===== src/rtl/gwmf_pkg.sv =====
`timescale 1ns / 1ps
// ----------------------------------------------------------------------------
// gwmf_pkg : shared types and constants of the gear window min-hash feature
// Word formats of both channels, internal command word, mixer handshake
// structs, state encodings and the hash constants.
// ----------------------------------------------------------------------------
package gwmf_pkg;

    // configuration register
    localparam int                 CFG_W        = 7;
    localparam logic [CFG_W-1:0]   WINDOW_RESET = 7'd32;

    // depth of the command queue between front and back
    localparam int                 QUEUE_DEPTH  = 4;

    // splitmix64 constants
    localparam logic [63:0] SM_GAMMA = 64'h9e3779b97f4a7c15;
    localparam logic [63:0] SM_MUL1  = 64'hbf58476d1ce4e5b9;
    localparam logic [63:0] SM_MUL2  = 64'h94d049bb133111eb;

    // FNV-1a 64 prime 2^40 + 0x1b3: product is a shift + narrow multiply; nonstd basis
    localparam logic [63:0] FNV_BASIS       = 64'd1469598103934665603;
    localparam int          FNV_PRIME_SHIFT = 40;
    localparam logic [63:0] FNV_PRIME_LO    = 64'h0000_0000_0000_01b3;

    // item kinds
    typedef enum logic {
        CMD_DATA  = 1'b0,
        CMD_TABLE = 1'b1
    } t_req_kind;

    // input word as seen on the port
    typedef struct packed {
        logic        req_type;
        logic [7:0]  byte_value;
        logic        last;
        logic [7:0]  table_index;
        logic [63:0] table_value;
    } t_in_word;

    // result word
    typedef struct packed {
        logic [63:0] feature;
        logic        used_fallback;
    } t_out_word;

    // classified command held in the queue
    typedef struct packed {
        t_req_kind   kind;
        logic [7:0]  byte_value;
        logic        last;
        logic [7:0]  table_index;
        logic [63:0] table_value;
    } t_cmd;

    // mixer request / response
    typedef struct packed {
        logic        start;
        logic [63:0] value;
    } t_mix_req;

    typedef struct packed {
        logic        done;
        logic [63:0] value;
    } t_mix_rsp;

    // back-end sequencer
    typedef enum logic [2:0] {
        BK_IDLE,
        BK_OLD,
        BK_ROLL,
        BK_MIXW,
        BK_END,
        BK_MIXF,
        BK_OUT
    } t_back_state;

    // mixer sequencer
    typedef enum logic [2:0] {
        MX_IDLE,
        MX_P0,
        MX_P1,
        MX_P2,
        MX_POST
    } t_mix_state;

endpackage


===== src/rtl/gwmf_mix.sv =====
`timescale 1ns / 1ps
// ----------------------------------------------------------------------------
// gwmf_mix : iterative splitmix64 finaliser
// One shared 32x32 multiplier; each 64-bit low product is built from three
// partial products. Two passes of P0, P1, P2, POST precede result and done.
// ----------------------------------------------------------------------------
module gwmf_mix (
    input  logic                  i_clk,
    input  logic                  i_rst_n,
    input  gwmf_pkg::t_mix_req    i_req,
    output gwmf_pkg::t_mix_rsp    o_rsp
);

    gwmf_pkg::t_mix_state r_state;
    gwmf_pkg::t_mix_state n_state;

    logic [63:0] r_op;
    logic [63:0] r_acc;
    logic        r_second;
    logic [63:0] r_out;
    logic        r_done;

    logic [63:0] pre;
    logic [63:0] kmul;
    logic [31:0] mul_a;
    logic [31:0] mul_b;
    logic [63:0] mul_p;

    // first step: add gamma and fold
    assign pre  = i_req.value + gwmf_pkg::SM_GAMMA;
    assign kmul = r_second ? gwmf_pkg::SM_MUL2 : gwmf_pkg::SM_MUL1;

    // shared multiplier: lo*lo, lo*hi, hi*lo
    assign mul_a = (r_state == gwmf_pkg::MX_P2) ? r_op[63:32] : r_op[31:0];
    assign mul_b = (r_state == gwmf_pkg::MX_P1) ? kmul[63:32] : kmul[31:0];
    assign mul_p = {32'd0, mul_a} * {32'd0, mul_b};

    // state register
    always_ff @(posedge i_clk) begin
        if (!i_rst_n) begin
            r_state <= gwmf_pkg::MX_IDLE;
        end else begin
            r_state <= n_state;
        end
    end

    // next state
    always_comb begin
        n_state = r_state;
        unique case (r_state)
            gwmf_pkg::MX_IDLE: if (i_req.start) n_state = gwmf_pkg::MX_P0;
            gwmf_pkg::MX_P0:   n_state = gwmf_pkg::MX_P1;
            gwmf_pkg::MX_P1:   n_state = gwmf_pkg::MX_P2;
            gwmf_pkg::MX_P2:   n_state = gwmf_pkg::MX_POST;
            gwmf_pkg::MX_POST: n_state = r_second ? gwmf_pkg::MX_IDLE : gwmf_pkg::MX_P0;
            default:           n_state = gwmf_pkg::MX_IDLE;
        endcase
    end

    // done pulse
    always_ff @(posedge i_clk) begin
        if (!i_rst_n) begin
            r_done <= 1'b0;
        end else begin
            r_done <= (r_state == gwmf_pkg::MX_POST) && r_second;
        end
    end

    // datapath
    always_ff @(posedge i_clk) begin
        case (r_state)
            gwmf_pkg::MX_IDLE: begin
                r_op     <= pre ^ (pre >> 30);
                r_second <= 1'b0;
            end
            gwmf_pkg::MX_P0: begin
                r_acc <= mul_p;
            end
            gwmf_pkg::MX_P1, gwmf_pkg::MX_P2: begin
                r_acc[63:32] <= r_acc[63:32] + mul_p[31:0];
            end
            gwmf_pkg::MX_POST: begin
                if (r_second) begin
                    r_out <= r_acc ^ (r_acc >> 31);
                end else begin
                    r_op     <= r_acc ^ (r_acc >> 27);
                    r_second <= 1'b1;
                end
            end
            default: begin
            end
        endcase
    end

    assign o_rsp.done  = r_done;
    assign o_rsp.value = r_out;

endmodule


===== config.mk =====
export PLATFORM = sky130hd
export DESIGN_NAME = gwmf_mix
export DESIGN_NICKNAME = d
export VERILOG_FILES = /design/src/rtl/gwmf_pkg.sv /design/src/rtl/gwmf_mix.sv
export SDC_FILE = /design/constraint.sdc
export NUM_CORES = 2
export LEC_CHECK = 0
export BUFFER_PORTS_ARGS = -buffer_cell sky130_fd_sc_hd__buf_4
export CELL_PAD_IN_SITES_DETAIL_PLACEMENT = 1
export CELL_PAD_IN_SITES_GLOBAL_PLACEMENT = 2
export CORE_ASPECT_RATIO = 1.1
export CORE_UTILIZATION = 39
export CTS_BUF_LIST = sky130_fd_sc_hd__clkbuf_16
export CTS_CLUSTER_SIZE = 40
export DETAILED_ROUTE_END_ITERATION = 6
export GPL_TIMING_DRIVEN = 0
export PLACE_DENSITY_LB_ADDON = 0.1
export SLEW_MARGIN = 20
export SYNTH_ARGS = -nofsm -noshare
export SYNTH_HDL_FRONTEND = slang
export SYNTH_SLANG_ARGS = --single-unit

===== constraint.sdc =====
create_clock -name i_clk -period 9.34 [get_ports i_clk]
set_input_delay 1.401 -clock i_clk [delete_from_list [all_inputs] [get_ports i_clk]]
set_output_delay 1.401 -clock i_clk [all_outputs]
set_load 0.02 [all_outputs]

-- Yosys cells after proc, flatten, opt, wreduce, memory -nomap -nowiden
Index checks and enable logic that the tools add are counted.
- register bits after elaboration: 197
- bits of input ports: 67
- output and inout bits: 65
- word-level logic and storage cells: 36
- add/subtract/negate cells: 2
- $mul: 1
- equal/unequal tests: 6
- muxes and demuxes: 10
- bitwise gates (word level): 3
- reductions and logical operators: 7
- operator list (kind ; count):
    64-bit one-hot mux with 2 select lines ; 1
    64-bit adder, second input constant ; 1
    32-bit by 32-bit multiplier with 64-bit output ; 1
    32-bit 2-to-1 mux ; 2
    64-bit 2-to-1 mux ; 1
    32-bit one-hot mux with 2 select lines ; 1
    64-bit by 33-bit XOR with 64-bit output ; 1
    64-bit by 34-bit XOR with 64-bit output ; 1
    64-bit by 37-bit XOR with 64-bit output ; 1
    62-bit 2-to-1 mux ; 1
    32-bit adder ; 1
    3-bit one-hot mux with 5 select lines ; 1
    3-bit by 2-bit == test with 1-bit output, second input constant ; 2
    2-bit inequality test, second input constant ; 2
    2-bit AND reduction ; 2
    2-bit nonzero test ; 2
    3-bit by 1-bit == test with 1-bit output, second input constant ; 1
    3-bit == test, second input constant ; 1
    3-bit logical NOT ; 1
    3-bit 2-to-1 mux ; 1
    1-bit one-hot mux with 2 select lines ; 1
    2-bit OR reduction ; 1
    1-bit logical AND ; 1
    1-bit 2-to-1 mux ; 1

-- Depth between registers and ports, before layout
- word-level depth: 5
- depth in mapped cells: 42
- depth with buffers taken out: 39

-- Least setup slack after synthesis
No wires, ideal clock.
- path kind: reg-to-reg
- start: reg r_state[1]
- end: reg r_acc[62], data pin
- setup time: 0.268 ns
- arrival: 9.576 ns
- data required time: 9.072 ns
- path slack: -0.504 ns
- cell stages (with the launch flop): 39
- path buffers: 6
- period minus slack after synthesis: 9.844 ns
- cell sequence: dfxtp_1 -> buf_2 -> nand3b_1 -> buf_2 -> buf_1 -> buf_2 -> mux2i_1 -> clkbuf_1 -> inv_1 -> nand2_1 -> inv_1 -> fa_1 -> fa_1 -> fa_1 -> inv_1 -> fa_1 -> inv_1 -> fa_1 -> (+3 left out) -> ha_1 -> clkbuf_1 -> nand2_1 -> nor2_1 -> a221oi_1 -> a21boi_1 -> xnor2_1 -> ha_1 -> a21o_1 -> a21o_1 -> a21o_1 -> a21oi_1 -> o21ai_0 -> a211oi_1 -> o21bai_1 -> a21oi_1 -> xor2_1 -> mux2i_1
- longest elaborated chain between the ends: 5
- elaborated cells between the ends (all ways): 9
- those cells by class: add/sub: 1; mul: 1; eq/ne: 3; mux: 3; reduce/logical: 1
- RTL lines (element ; RTL line ; text):
    start: declaration ; gwmf_mix.sv:14 ; gwmf_pkg::t_mix_state r_state;
    start signal: assignment ; gwmf_mix.sv:41 ; r_state <= gwmf_pkg::MX_IDLE;
    start signal: assignment ; gwmf_mix.sv:43 ; r_state <= n_state;
    3-bit by 2-bit == test with 1-bit output, on equally long branches ; gwmf_mix.sv:34, gwmf_mix.sv:35 ;
    32-bit 2-to-1 mux, on equally long branches ; gwmf_mix.sv:34, gwmf_mix.sv:35 ;
    32-bit by 32-bit multiplier with 64-bit output * ; gwmf_mix.sv:36 ; assign mul_p = {32'd0, mul_a} * {32'd0, mul_b};
    net mul_p[22] ; gwmf_mix.sv:27 ; logic [63:0] mul_p;
    32-bit adder * ; gwmf_mix.sv:80 ; r_acc[63:32] <= r_acc[63:32] + mul_p[31:0];
    32-bit one-hot mux with 2 select lines * ; gwmf_mix.sv:71 ; case (r_state)
    end signal: assignment ; gwmf_mix.sv:77 ; r_acc <= mul_p;
    end signal: assignment ; gwmf_mix.sv:80 ;
    end: declaration ; gwmf_mix.sv:18 ; logic [63:0] r_acc;
The timed path passes the listed nets; every way through them passes the cells marked *.
A chain may end at the register's enable or synchronous reset.

-- Worst setup path in the final report
- start: reg r_state[2]
- end: reg r_acc[62], data pin
Same word-level chain as after synthesis.

==> run summary <==
Status: finished with violations
Failing checks: setup timing
Setup violations, final: 5
Fin Hold WS: 0.4814 ns
Initial Util: 39.32%
CP delay by family, top: adder cells
Ys flop type: edfxtp_1
Post-synth top cells: inv_1 (961), fa_1 (822), ha_1 (369)
Remaining Overflow, GRT: 0
Die Height: 341.5 um
Antenna-violating nets left: 0
Worst endpoint required time: 9.55 ns
Worst Hold End: r_state[0]
Gpl congestion: 0.9865
Vias: 31490
Num ports: 132
Final hold viol count: 0
Largest area contributor in the netlist: fa_1
Hold depth: 1
Rows: 124
1st-iter DRT viols: 2313
Vias per inst: 5.357
CP max-delay cell: fa_2
H-tree lvl count: 4
# DRC: 0
Die width: 310.7 um
Hold Path Class: flip-flop to flip-flop
Post-synth cell types: 78
# hold bufs at CTS: 0
Hold path start: r_state[0]
Largest net degree at the start of global routing: 38
Synth top area share: 40.26%
Slew Limit Headroom: 45.78%
Nets: 5734
Syn_area_per_cell: 9.979 um2
Average wire per standard cell: 30.53 um
Reg clk slew, reported paths: 0.09 ns
Layout cells sized above 1: 21.19%
Most instantiated library cell after synthesis: inv_1
Top cell by count, worst path: fa_1
Achievable Freq: 0.1041 GHz
CP Buf/Inv Count: 8
CTS tree: built
Max-slew violation count: 0
CP Launch Type: flip-flop
# clock sinks: 197
Synth warnings: 0
Worst reg2reg path endpoint: r_acc[62]
FF-to-FF path depth: 37
RSZ-0062 raised after global routing: yes
Worst Setup End Kind: flip-flop
Pre-antenna DRT Iters: 5
Placed cells: 5622
Core area: 104000 um2
Max Fanout on Critical Path: 7
Clock buffer depth: 2
Largest stage delay, worst path: 0.59 ns
Final worst path period need: 9.610 ns
CP Class: flip-flop to flip-flop
EDFF count, synth: 193
Net count after synthesis: 5354
Final period utilization: 102.9%
Worst-margin pin slew: 0.8134 ns
CTS Root Cell: clkbuf_16
GRT Overall Usage: 34.09%
Clock skew: 0.02043 ns
PnR worst setup slack: -0.2697 ns
Top post-synthesis cells by area: fa_1 (40%), edfxtp_1 (14%), ha_1 (11%)
Die area: 106100 um2
Max Cap Viol: 0
Crit path DAT: 9.82 ns
Initial antenna violation count: 11
Num CTS Buffers: 17
Finished Layout Cells: 5878
Post-DP HPWL: 153900 um
Port Buffers: 130
Seq cells post-synth: 197
R2R Path Start: r_state[2]
Register-to-register setup slack: -0.27 ns
Post-synthesis async set-or-reset flop share: 0%
Post-layout util: 47.77%
First-pass GRT wire length: 254100 um
Cells after synthesis: 4096
Number of global-route vias before repair: 34830
Post-synthesis cell area: 40870 um2
Seq/Total Area, Yosys: 14.38%
Worst skew pair latency: 0.47 ns
Dpl ws: -4.442 ns
Detailed Route WL: 179400 um
P&R area growth vs syn: 21.48%
[layer usage]
metal,GRT usage [%],vias up,wire length [um]
met5,0,-,27
met4,13.74,4,8724
met3,5.145,345,11370
met2,57.69,1202,87620
met1,43.76,16510,71680
li1,-,13430,-
[per-stage QoR]
step	area (um2)	TNS [ns]
2_1_floorplan	40900	0
3_3_place_gp	43610	-131.42
3_5_place_dp	43790	-138.61
4_1_cts	48180	-1.091
5_1_grt	49650	-3.080
6_report	49650	-0.9890
[kinds of logic (layout without fill, tap and decap cells)]
kind of cell | Yosys count | in the layout | synth area share, %
AOI/OAI and AO/OA | 458 | 458 | 7.151
and+or+nand+nor | 863 | 863 | 10.21
adders and majority gates | 1191 | 1191 | 51.56
buffers and inverters | 1083 | 1476 | 9.967
xor gates and xnor gates | 262 | 262 | 5.666
muxes | 42 | 42 | 1.071
DFF | 197 | 197 | 14.38
other | 0 | 3 | 0
[sequential cells by signal (all words and copies together) (netlist names)]
register / flops
r_out: 64
r_second: 1
r_acc: 64
r_done: 1
r_state: 3
r_op: 64
[layout by cell type, fill, tap and decap left out, types with 17 or more instances in the layout]
cell and count:
o21a_1 17, ha_4 44, buf_4 327, inv_2 34
clkbuf_16 33, a21oi_2 18, buf_12 27, and2_1 75
nor2_4 21, xor2_1 114, fa_1 776, o21bai_1 18
buf_6 30, clkinvlp_4 20, a21o_1 65, clkbuf_2 18
clkbuf_1 35, nor2b_1 56, nand2_1 172, nand2b_1 49
edfxtp_1 193, ha_1 312, xnor2_2 17, or2_2 47
nand3_1 25, nor3_1 21, xnor2_1 113, nor2_1 257
o21ai_0 65, a21oi_1 127, inv_1 904, nand4_1 19
mux2i_4 19, fa_2 46
[how the worst max path moves through the flow]
stage	slack (ns)	end	from	cells after the start
CTS	-0.25	r_acc[61]	r_state[1]	38
floorplan	0.007	r_acc[62]	r_state[1]	37
finish	-0.27	r_acc[62]	r_state[2]	37
global route	-0.53	r_acc[62]	r_state[2]	37
detailed placement	-4.44	r_acc[61]	r_state[2]	38
global placement	-4.31	r_acc[61]	r_state[2]	38
[timing repair]
item	in CTS	in global routing
setup buffers	158	81
setup endpoints to repair	54	28
pin swaps	124	141
gates cloned	3	1
resized for setup	546	223
[final cells by class]
class                   instances  area [um2]
diodes                          3       7.507
plain buffers                 100        1003
clock buffers                  17       425.4
clock inverters                15       207.7
fillers                     11440       54300
inverters                     964        3722
multi-input cells            2816       33340
flip-flops and latches        197        5882
well taps                    1386        1734
repair buffers                380        3331
[worst reg2reg max path, delay by kind of cell, from the launching register on]
family | cells | cell delay [ns]
adders and majority gates | 11 | 4.98
AOI/OAI and AO/OA | 11 | 2.11
buffers and inverters | 8 | 0.92
and+or+nand+nor | 4 | 0.53
xor gates and xnor gates | 2 | 0.36
DFF | 1 | 0.34
muxes | 1 | 0.08
Power is not shown: default switching activity piles up to over one toggle a cycle in this logic, so the estimate is an artifact.
