`src/rtl/gwmf_pkg.sv`:
```
`timescale 1ns / 1ps
// ----------------------------------------------------------------------------
// gwmf_pkg : shared types and constants of the gear window min-hash feature
// Word formats of both channels, internal command word, mixer handshake
// structs, state encodings and the hash constants.
// ----------------------------------------------------------------------------
package gwmf_pkg;

    // configuration register
    localparam int                 CFG_W        = 7;
    localparam logic [CFG_W-1:0]   WINDOW_RESET = 7'd32;

    // depth of the command queue between front and back
    localparam int                 QUEUE_DEPTH  = 4;

    // splitmix64 constants
    localparam logic [63:0] SM_GAMMA = 64'h9e3779b97f4a7c15;
    localparam logic [63:0] SM_MUL1  = 64'hbf58476d1ce4e5b9;
    localparam logic [63:0] SM_MUL2  = 64'h94d049bb133111eb;

    // FNV-1a 64 prime 2^40 + 0x1b3: product is a shift + narrow multiply; nonstd basis
    localparam logic [63:0] FNV_BASIS       = 64'd1469598103934665603;
    localparam int          FNV_PRIME_SHIFT = 40;
    localparam logic [63:0] FNV_PRIME_LO    = 64'h0000_0000_0000_01b3;

    // item kinds
    typedef enum logic {
        CMD_DATA  = 1'b0,
        CMD_TABLE = 1'b1
    } t_req_kind;

    // input word as seen on the port
    typedef struct packed {
        logic        req_type;
        logic [7:0]  byte_value;
        logic        last;
        logic [7:0]  table_index;
        logic [63:0] table_value;
    } t_in_word;

    // result word
    typedef struct packed {
        logic [63:0] feature;
        logic        used_fallback;
    } t_out_word;

    // classified command held in the queue
    typedef struct packed {
        t_req_kind   kind;
        logic [7:0]  byte_value;
        logic        last;
        logic [7:0]  table_index;
        logic [63:0] table_value;
    } t_cmd;

    // mixer request / response
    typedef struct packed {
        logic        start;
        logic [63:0] value;
    } t_mix_req;

    typedef struct packed {
        logic        done;
        logic [63:0] value;
    } t_mix_rsp;

    // back-end sequencer
    typedef enum logic [2:0] {
        BK_IDLE,
        BK_OLD,
        BK_ROLL,
        BK_MIXW,
        BK_END,
        BK_MIXF,
        BK_OUT
    } t_back_state;

    // mixer sequencer
    typedef enum logic [2:0] {
        MX_IDLE,
        MX_P0,
        MX_P1,
        MX_P2,
        MX_POST
    } t_mix_state;

endpackage

```
`src/rtl/gwmf_queue.sv`:
```
`timescale 1ns / 1ps
// ----------------------------------------------------------------------------
// gwmf_queue : command queue
// Small flop FIFO that decouples the front stage from the back end.
// ----------------------------------------------------------------------------
module gwmf_queue (
    input  logic                  i_clk,
    input  logic                  i_rst_n,
    input  gwmf_pkg::t_cmd        i_push_cmd,
    input  logic                  i_push_valid,
    output logic                  o_push_ready,
    output gwmf_pkg::t_cmd        o_pop_cmd,
    output logic                  o_pop_valid,
    input  logic                  i_pop_ready
);

    localparam int DEPTH = gwmf_pkg::QUEUE_DEPTH;
    localparam int PW    = (DEPTH > 1) ? $clog2(DEPTH) : 1;
    localparam int CW    = $clog2(DEPTH + 1);

    gwmf_pkg::t_cmd r_mem [DEPTH];
    logic [PW-1:0]  r_wr_ptr;
    logic [PW-1:0]  r_rd_ptr;
    logic [CW-1:0]  r_count;
    logic           push;
    logic           pop;

    assign o_push_ready = (r_count != CW'(DEPTH));
    assign o_pop_valid  = (r_count != '0);
    assign push         = i_push_valid && o_push_ready;
    assign pop          = o_pop_valid && i_pop_ready;
    assign o_pop_cmd    = r_mem[r_rd_ptr];

    // pointers and fill level
    always_ff @(posedge i_clk) begin
        if (!i_rst_n) begin
            r_wr_ptr <= '0;
            r_rd_ptr <= '0;
            r_count  <= '0;
        end else begin
            if (push) begin
                r_wr_ptr <= (r_wr_ptr == PW'(DEPTH - 1)) ? '0 : r_wr_ptr + PW'(1);
            end
            if (pop) begin
                r_rd_ptr <= (r_rd_ptr == PW'(DEPTH - 1)) ? '0 : r_rd_ptr + PW'(1);
            end
            if (push && !pop) begin
                r_count <= r_count + CW'(1);
            end else if (pop && !push) begin
                r_count <= r_count - CW'(1);
            end
        end
    end

    // storage
    always_ff @(posedge i_clk) begin
        if (push) begin
            r_mem[r_wr_ptr] <= i_push_cmd;
        end
    end

endmodule

```
`config.mk`:
```
export PLATFORM = sky130hd
export DESIGN_NAME = gwmf_queue
export DESIGN_NICKNAME = d
export VERILOG_FILES = /design/src/rtl/gwmf_pkg.sv /design/src/rtl/gwmf_queue.sv
export SDC_FILE = /design/constraint.sdc
export NUM_CORES = 1
export LEC_CHECK = 0
export ABC_AREA = 1
export BUFFER_PORTS_ARGS = -buffer_cell sky130_fd_sc_hd__buf_2
export CAP_MARGIN = 10
export CORE_ASPECT_RATIO = 1.1
export CORE_UTILIZATION = 61
export CTS_CLUSTER_DIAMETER = 40
export DETAILED_ROUTE_END_ITERATION = 6
export PLACE_DENSITY = 0.92
export SETUP_SLACK_MARGIN = 0.3
export SLEW_MARGIN = 5
export SYNTH_ARGS = -nofsm -noshare
export SYNTH_HDL_FRONTEND = slang
export SYNTH_SLANG_ARGS = --single-unit
```
`constraint.sdc`:
```
create_clock -name i_clk -period 15 [get_ports i_clk]
set_clock_uncertainty 0.1 [all_clocks]
set_input_delay 0 -clock i_clk [delete_from_list [all_inputs] [get_ports i_clk]]
set_output_delay 0 -clock i_clk [all_outputs]
set_load 0.05 [all_outputs]
```
=== Yosys cells after proc, flatten, opt, wreduce, memory -nomap -nowiden ===
Memory sizes are Yosys's and may differ from the RTL's. A register that Yosys moved wholly into a read port is not among the register bits.
Index checks and enable logic that the tools add are counted.

* Reduce and logical (&&, ||, !) cells: 8
* Add/sub/neg operators: 4
* Mux-type cells: 8
* Equal/unequal tests: 3

{| class="wikitable"
|+ Operator list
! cell !! count
|-
| 2-bit two-way mux || 4
|-
| 3-bit two-way mux || 2
|-
| 2-bit by 1-bit adder with 2-bit output, second input constant || 2
|-
| 2-bit == test, second input constant || 2
|-
| 1-bit logical AND || 4
|-
| 3-bit by 1-bit adder with 3-bit output, second input constant || 1
|-
| 3-bit inequality test, second input constant || 1
|-
| 3-bit nonzero test || 1
|-
| 3-bit by 1-bit subtractor with 3-bit output, second input constant || 1
|-
| 1-bit logical NOT || 2
|-
| 1-bit two-way mux || 2
|-
| 2-bit nonzero test || 1
|}

* Register bits: 7
* Memories kept: 1
* Input port bits: 86
* Word-level logic and storage cells: 27
* Output and inout port bits: 84
* Memory bits (writable): 328

{| class="wikitable"
|+ Memories
! memory !! words !! width !! read ports !! clocked after Yosys merged registers in !! write ports !! RTL line !! source
|-
| r_mem || 4 || 82 || 1 || 1 || 1 || gwmf_queue.sv:21 || <nowiki>gwmf_pkg::t_cmd r_mem [DEPTH];</nowiki>
|}

=== Logic depth before layout (Yosys ltp) ===
Gate-level depths: netlist of the first run.

* Depth after elaboration: 6
* Depth in mapped cells: 13
* Depth with buffers taken out: 13

=== Worst setup path before layout of the first run ===
No wires, ideal clock.

* Kind: reg2reg
* Start point: register r_count[1]
* End point: memory r_mem[0][0] (netlist bit) (enable)
* Period minus slack after synthesis: 5.140 ns
* Arrival time: 4.516 ns
* Stages on the path, launching flop included: 5
* Data required time: 14.377 ns
* Slack: 9.860 ns
* Path buffers: 0
* Setup time: 0.523 ns
* Cells stage by stage: dfxtp_1 > nor2_1 > nand2_1 > nand2_1 > nor2_1

* Cells in the longest elaborated chain, start to end: 4

{| class="wikitable"
|+ RTL lines
! item !! RTL line !! source
|-
| start: declaration || gwmf_queue.sv:24 || <nowiki>logic [CW-1:0] r_count;</nowiki>
|-
| start signal: assignment || gwmf_queue.sv:48 || <nowiki>r_count <= r_count + CW'(1);</nowiki>
|-
| start signal: assignment || gwmf_queue.sv:50 || <nowiki>r_count <= r_count - CW'(1);</nowiki>
|-
| 3-bit inequality test || gwmf_queue.sv:28 || <nowiki>assign o_push_ready = (r_count != CW'(DEPTH));</nowiki>
|-
| net o_push_ready || gwmf_queue.sv:11 || <nowiki>output logic o_push_ready,</nowiki>
|-
| 1-bit logical AND || gwmf_queue.sv:30 || <nowiki>assign push = i_push_valid && o_push_ready;</nowiki>
|-
| 1-bit two-way mux || gwmf_queue.sv:57 || <nowiki>if (push) begin</nowiki>
|-
| 1-bit two-way mux (implied by the code) || gwmf_queue.sv:58 || <nowiki>r_mem[r_wr_ptr] <= i_push_cmd;</nowiki>
|-
| end: declaration || gwmf_queue.sv:21 ||
|}

The timed path passes the listed nets, and every way through them passes these cells.

==> flow_metrics.env, run 1 <==
export IMPL_max_stage_delay_ps=740
export IMPL_cp_slowest_cell="buf_4"
export IMPL_clkLatencyLatePin_ps=510
export IMPL_path_clk_slew_ps=60
export IMPL_gr_usage_all_layers_pct=27.0
export IMPL_period_share_pct=21.8
export IMPL_ys_ff_latch=337
export IMPL_drt_wl_total_microns=29100
export IMPL_arrival_ps=3170
export IMPL_muxShareOfSynthArea_pct=0
export IMPL_ctsResizeCount=0
export IMPL_finalCriticalPeriod_ps=3270
export IMPL_place_hpwl_microns=14600
export IMPL_drtIter0Drc=876
export IMPL_die_h_microns=154
export IMPL_relSlewSlack_pct=16.7
export IMPL_max_cap_violations=0
export IMPL_path_max_fanout=95
export IMPL_post_cts_buffers=0
export IMPL_yosysSeqAreaShare_pct=78.7
export IMPL_wl_per_cell_microns=20.9
export IMPL_rr_startpoint="r_count[0]"
export IMPL_wl_met1_microns=11100
export IMPL_synth_compound_area_share_pct=11.3
export IMPL_fill_cells=1113
export IMPL_critPathCaptureType="output pin"
export IMPL_cts_hold_buf=87
export IMPL_place_congestion=0.753
export IMPL_top_layer_used="met4"
export IMPL_syn_inst=863
export IMPL_drc=0
export IMPL_fin_tns_setup_ps=0
export IMPL_grt_overflow=0
export IMPL_fmax_mhz=306
export IMPL_worstSetupPathType="flop to output pin"
export IMPL_postRouteAntennaNets=0
export IMPL_grt_max_degree=121
export IMPL_vias=8340
export IMPL_final_common_cell="edfxtp_1"
export IMPL_synth_simple_gate_area_share_pct=5.94
export IMPL_via_per_inst=5.99
export IMPL_p_per_area_nw_per_um2=201
export IMPL_grt_pass1_wl_microns=44200
export IMPL_multiInputGateArea_sq_um=2320
export IMPL_p_leak_uw=0.00557
export IMPL_syn_mean_instance_area_sq_um=14.8
export IMPL_cts_root_buf="clkbuf_16"
export IMPL_syn_nets=956
export IMPL_clockBufferDepth=3
export IMPL_cp_required_ps=14900
export IMPL_htree_levels=2
export IMPL_met2_wirelength_microns=15000
export IMPL_nNetsFinal=1204
export IMPL_slew_violations=0
export IMPL_start_util_pct=62.2
export IMPL_fin_area_sq_um=15600
export IMPL_rsz0062_at_grt="false"
export IMPL_area_delta_synth_final_pct=22.4
export IMPL_antenna_found_initial=1
export IMPL_die_width_microns=140
export IMPL_hold_viol=0
export IMPL_wl_met3_microns=1970
export IMPL_cts_tree="yes"
export IMPL_synth_xor_area_share_pct=0
export IMPL_io_pins=170
export IMPL_setup_worst_path_start_class="flop"
export IMPL_clock_sinks=337
export IMPL_synth_top_family_by_area="compound AO/OA/AOI/OAI gates"
export IMPL_synth_adder_area_share_pct=0.746
export IMPL_cts_buffers=35
export IMPL_grt_pass1_vias=8236
export IMPL_synthDistinctLibCells=24
export IMPL_drt_pass1_iter_count=5
export IMPL_status="finished clean"
export IMPL_place_area_sq_um=13700
export IMPL_yosysWarnings=0
export IMPL_min_from="i_push_cmd[35]"
export IMPL_seqCellArea_sq_um=10000
export IMPL_rows=55
export IMPL_core_sq_um=20500
export IMPL_place_port_buffers=169
export IMPL_crit_chain="inv_6 -> buf_4 -> nor2_1 -> o22ai_1 -> buf_2"
export IMPL_min_path_type="input pin to flop"
export IMPL_dieArea_sq_um=21500
export IMPL_setup_viol=0
export IMPL_peakVddDrop_v=0.000152
export IMPL_worstMarginPinSlew_ps=1250
export IMPL_synth_area_sq_um=12700
export IMPL_drive_gt1_share_pct=22.6
export IMPL_mostFrequentLayoutCells="328 x edfxtp_1, 173 x nor2_1, 169 x buf_2"
-- cells by family after synthesis --
| logic type | count (synthesis) |
|---|---|
| AOI/OAI and AO/OA | 251 |
| adders and majority gates | 7 |
| buffers and inverters | 70 |
| DFF | 337 |
| and+or+nand+nor | 198 |
-- final timing paths --
path / to / slack, ps / depth (start not counted)
setup / recovery: o_pop_cmd[4] / 11730 / 5
hold / removal: r_mem[0][35] / 130 / 2
setup reg to reg: r_mem[2][0] / 12300 / 5
hold reg to reg: r_count[0] / 430 / 2
-- synthesized netlist by cell type, drive strengths merged --
cell      n  area (sq um)
a21oi     3          15.0
buf      39           309
clkbuf   14          52.6
dfxtp     9           180
edfxtp  328          9850
fa        1          20.0
ha        6          75.1
inv      17          66.3
nand2    15          56.3
nand3     2          10.0
nand3b    1          7.51
nand4     1          6.26
nor2    179           677
o21ai   166           898
o22ai    82           526
-- through the flow --
| step | cells | total power (uW) | utilization (%) | setup WS [ps] | hold slack, ps |
|---|---|---|---|---|---|
| global placement | 1243 | 2270 | 66.6 | 12390 | 111 |
| finish | 1392 | 3140 | 76.1 | 11730 | 131 |
| global route | 1392 | 3240 | 76.1 | 11570 | 125 |
| floorplan | 863 | 2050 | - | 9860 | -1.13 |
| detailed placement | 1243 | 2290 | 66.6 | 12340 | 117 |
| CTS | 1391 | 3120 | 76.1 | 11770 | 134 |
-- registers in the layout, indices dropped and copies added, names as in the netlist, named ones only --
register and flops:
r_wr_ptr 2, r_count 3, r_mem 328, r_rd_ptr 2
-- layer usage --
layer / vias up / global-route usage [%]
li1: 3734 / -
met1: 4081 / 34.2
met2: 429 / 46.9
met3: 96 / 4.33
met4: 0 / 10.7
met5: - / 0
-- power by group --
| part | internal [uW] | total [uW] | switching (uW) |
|---|---|---|---|
| combinational | 242 | 1130 | 884 |
| clock | 470 | 821 | 351 |
| sequential | 1150 | 1190 | 40.4 |
| total | 1860 | 3140 | 1280 |
-- area by class of cell --
cell class / instances / share of cell area (%)
antenna: 1 / 0.0160
timing repair buffer: 264 / 11.4
tap: 256 / 2.05
inverter: 17 / 0.441
clock inverter: 20 / 1.17
multi-input combinational: 456 / 14.9
sequential: 337 / 64.3
clock buffer: 41 / 5.76
-- critical path: cells and delay by family, from the launching register on --
| kind | cells | cell delay, ps |
|---|---|---|
| DFF | 1 | 490 |
| buffers and inverters | 3 | 1650 |
| and+or+nand+nor | 1 | 140 |
| AOI/OAI and AO/OA | 1 | 270 |
No activity file was read; power rests on OpenSTA's default activity.
==> run 2: changes to the inputs <==
--- a/config.mk
+++ b/config.mk
@@ -9,10 +9,10 @@
 export BUFFER_PORTS_ARGS = -buffer_cell sky130_fd_sc_hd__buf_2
 export CAP_MARGIN = 10
 export CORE_ASPECT_RATIO = 1.1
-export CORE_UTILIZATION = 61
+export CORE_UTILIZATION = 52
 export CTS_CLUSTER_DIAMETER = 40
 export DETAILED_ROUTE_END_ITERATION = 6
-export PLACE_DENSITY = 0.92
+export PLACE_DENSITY = 0.84
 export SETUP_SLACK_MARGIN = 0.3
 export SLEW_MARGIN = 5
 export SYNTH_ARGS = -nofsm -noshare
==> constraint.sdc (replaced) <==
create_clock -name i_clk -period 2.82 [get_ports i_clk]
set_clock_uncertainty 0.1 [all_clocks]
set_input_delay 0 -clock i_clk [delete_from_list [all_inputs] [get_ports i_clk]]
set_output_delay 0 -clock i_clk [all_outputs]
set_load 0.05 [all_outputs]
==> run 2 against run 1 <==
Net effect:
- via count decreased by 2.7%
- worst hold slack better by 18 ps
- register-to-register slack got worse by 12000 ps
- setup slack lost 11000 ps
- global-route usage fell by 4.4 points
- sequential cell count unchanged
- core utilization fell by 9.5 points
- cell count up 4.1%
- combinational power increased to 5.4 times the previous value
- clock power rose to 5.4 times the previous value
- critical endpoint is now o_pop_cmd[52]
- largest cell class unchanged
- highest routed layer is now met5
==> flow_metrics.env, run 2 (synthesized netlist as in run 1, its figures left out) <==
export IMPL_status="finished clean"
export IMPL_clockBufferDepth=3
export IMPL_finalCriticalPeriod_ps=2350
export IMPL_cts_root_buf="clkbuf_16"
export IMPL_cp_required_ps=2720
export IMPL_largest_register_ff_count=328
export IMPL_clock_sinks=337
export IMPL_dieArea_sq_um=25100
export IMPL_nNetsFinal=1210
export IMPL_critPathCaptureType="output pin"
export IMPL_fin_tns_setup_ps=0
export IMPL_dp_cells=1299
export IMPL_fin_area_sq_um=15900
export IMPL_critPathBufInv=2
export IMPL_core_sq_um=23800
export IMPL_min_path_type="input pin to flop"
export IMPL_io_pins=170
export IMPL_vias=8117
export IMPL_post_cts_buffers=0
export IMPL_place_congestion=0.735
export IMPL_grt_pass1_vias=8496
export IMPL_antenna_found_initial=4
export IMPL_grt_max_degree=165
export IMPL_place_hpwl_microns=14500
export IMPL_worstMarginPinSlew_ps=687
export IMPL_p_per_area_nw_per_um2=1060
export IMPL_final_common_cell="edfxtp_1"
export IMPL_period_share_pct=83.5
export IMPL_hold_viol=0
export IMPL_p_leak_uw=0.00565
export IMPL_clkLatencyLatePin_ps=490
export IMPL_final_cells=1449
export IMPL_critPathTopFamily="buffers and inverters"
export IMPL_path_max_fanout=164
export IMPL_drc=0
export IMPL_fill_cells=1590
export IMPL_rsz0062_at_grt="false"
export IMPL_drive_gt1_share_pct=23.5
export IMPL_slew_violations=0
export IMPL_fin_ws_ps=465
export IMPL_fmax_mhz=425
export IMPL_cp_slowest_cell="buf_12"
export IMPL_arrival_ps=2250
export IMPL_setup_worst_path_start_class="flop"
export IMPL_drtIter0Drc=586
export IMPL_top_regs="r_mem (328), r_count (3)"
export IMPL_max_cap_violations=0
export IMPL_htree_levels=2
export IMPL_whs_ps=149
export IMPL_rows=59
export IMPL_grt_pass1_wl_microns=43300
export IMPL_cts_tree="yes"
export IMPL_grt_overflow=0
export IMPL_place_port_buffers=169
export IMPL_largest_register="r_mem"
export IMPL_max_stage_delay_ps=510
export IMPL_setup_viol=0
export IMPL_worstSetupPathType="flop to output pin"
export IMPL_start_util_pct=53.5
export IMPL_gr_usage_all_layers_pct=22.6
export IMPL_peakVddDrop_v=0.000773
export IMPL_via_per_inst=5.60
export IMPL_relSlewSlack_pct=54.2
export IMPL_die_h_microns=166
export IMPL_crit_chain="buf_12 -> o21ai_0 -> o22ai_1 -> buf_2"
export IMPL_postRouteAntennaNets=0
export IMPL_drt_pass1_iter_count=5
export IMPL_area_delta_synth_final_pct=24.5
export IMPL_path_clk_slew_ps=60
export IMPL_mostFrequentLayoutCells="328 x edfxtp_1, 173 x nor2_1, 169 x buf_2"
export IMPL_drt_wl_total_microns=27900
export IMPL_wl_per_cell_microns=19.3
export IMPL_place_area_sq_um=13900
export IMPL_place_ws_ps=816
export IMPL_cts_buffers=36
export IMPL_die_width_microns=151
-- run 2: worst register-to-register path: stages, from the launching register on --
cell and delay (ps):
dfxtp_1 340, nor2_1 230, nand2_1 100, nand2_1 150, ha_1 200, inv_1 70, fa_1 380, inv_1 70
nand2_1 70, nand3_1 100, nand2_1 60, inv_1 50, nor2_1 40
-- run 2: through the flow --
| stage | util, % | total power [uW] |
|---|---|---|
| 2_1_floorplan | - | 10900 |
| 3_3_place_gp | 58.3 | 12200 |
| 3_5_place_dp | 58.3 | 12300 |
| 4_1_cts | 66.5 | 16800 |
| 5_1_grt | 66.5 | 17500 |
| 6_report | 66.5 | 16800 |
-- run 2: repair_timing --
item | CTS | global route
resized for setup | 0 | 0
hold endpoints to repair | 337 | 0
hold buffers | 85 | 0
-- run 2: layer usage --
layer	track usage, %	vias to the layer above	wire length [microns]
met5	0	-	13
met4	9.22	2	741
met3	5.11	67	2010
met2	38.4	326	14300
met1	27.5	3967	10900
li1	-	3755	-
-- run 2: report_power, final --
part | internal [uW] | switching, uW
Combinational | 1380 | 4710
Sequential | 6100 | 159
Clock | 2590 | 1830
-- run 2: final cells by class --
class	instances	area (sq um)	area share (%)
tap	305	382	2.40
inverter	17	70.1	0.442
antenna	3	7.51	0.0473
multi-input combinational	456	2340	14.8
timing repair buffer	269	1910	12.0
clock inverter	21	179	1.13
sequential	337	10000	63.2
clock buffer	41	941	5.93
-- run 2: path summary, 6_finish.rpt --
| check | from | end | slack (ps) | cells after the start |
|---|---|---|---|---|
| worst max register to register | r_count[1] | r_count[2] | 770 | 12 |
| worst min-delay path | i_push_cmd[4] | r_mem[0][4] | 150 | 2 |
| worst min register to register | r_count[1] | r_count[1] | 430 | 2 |
| worst max-delay path | flop | o_pop_cmd[52] | 470 | 4 |
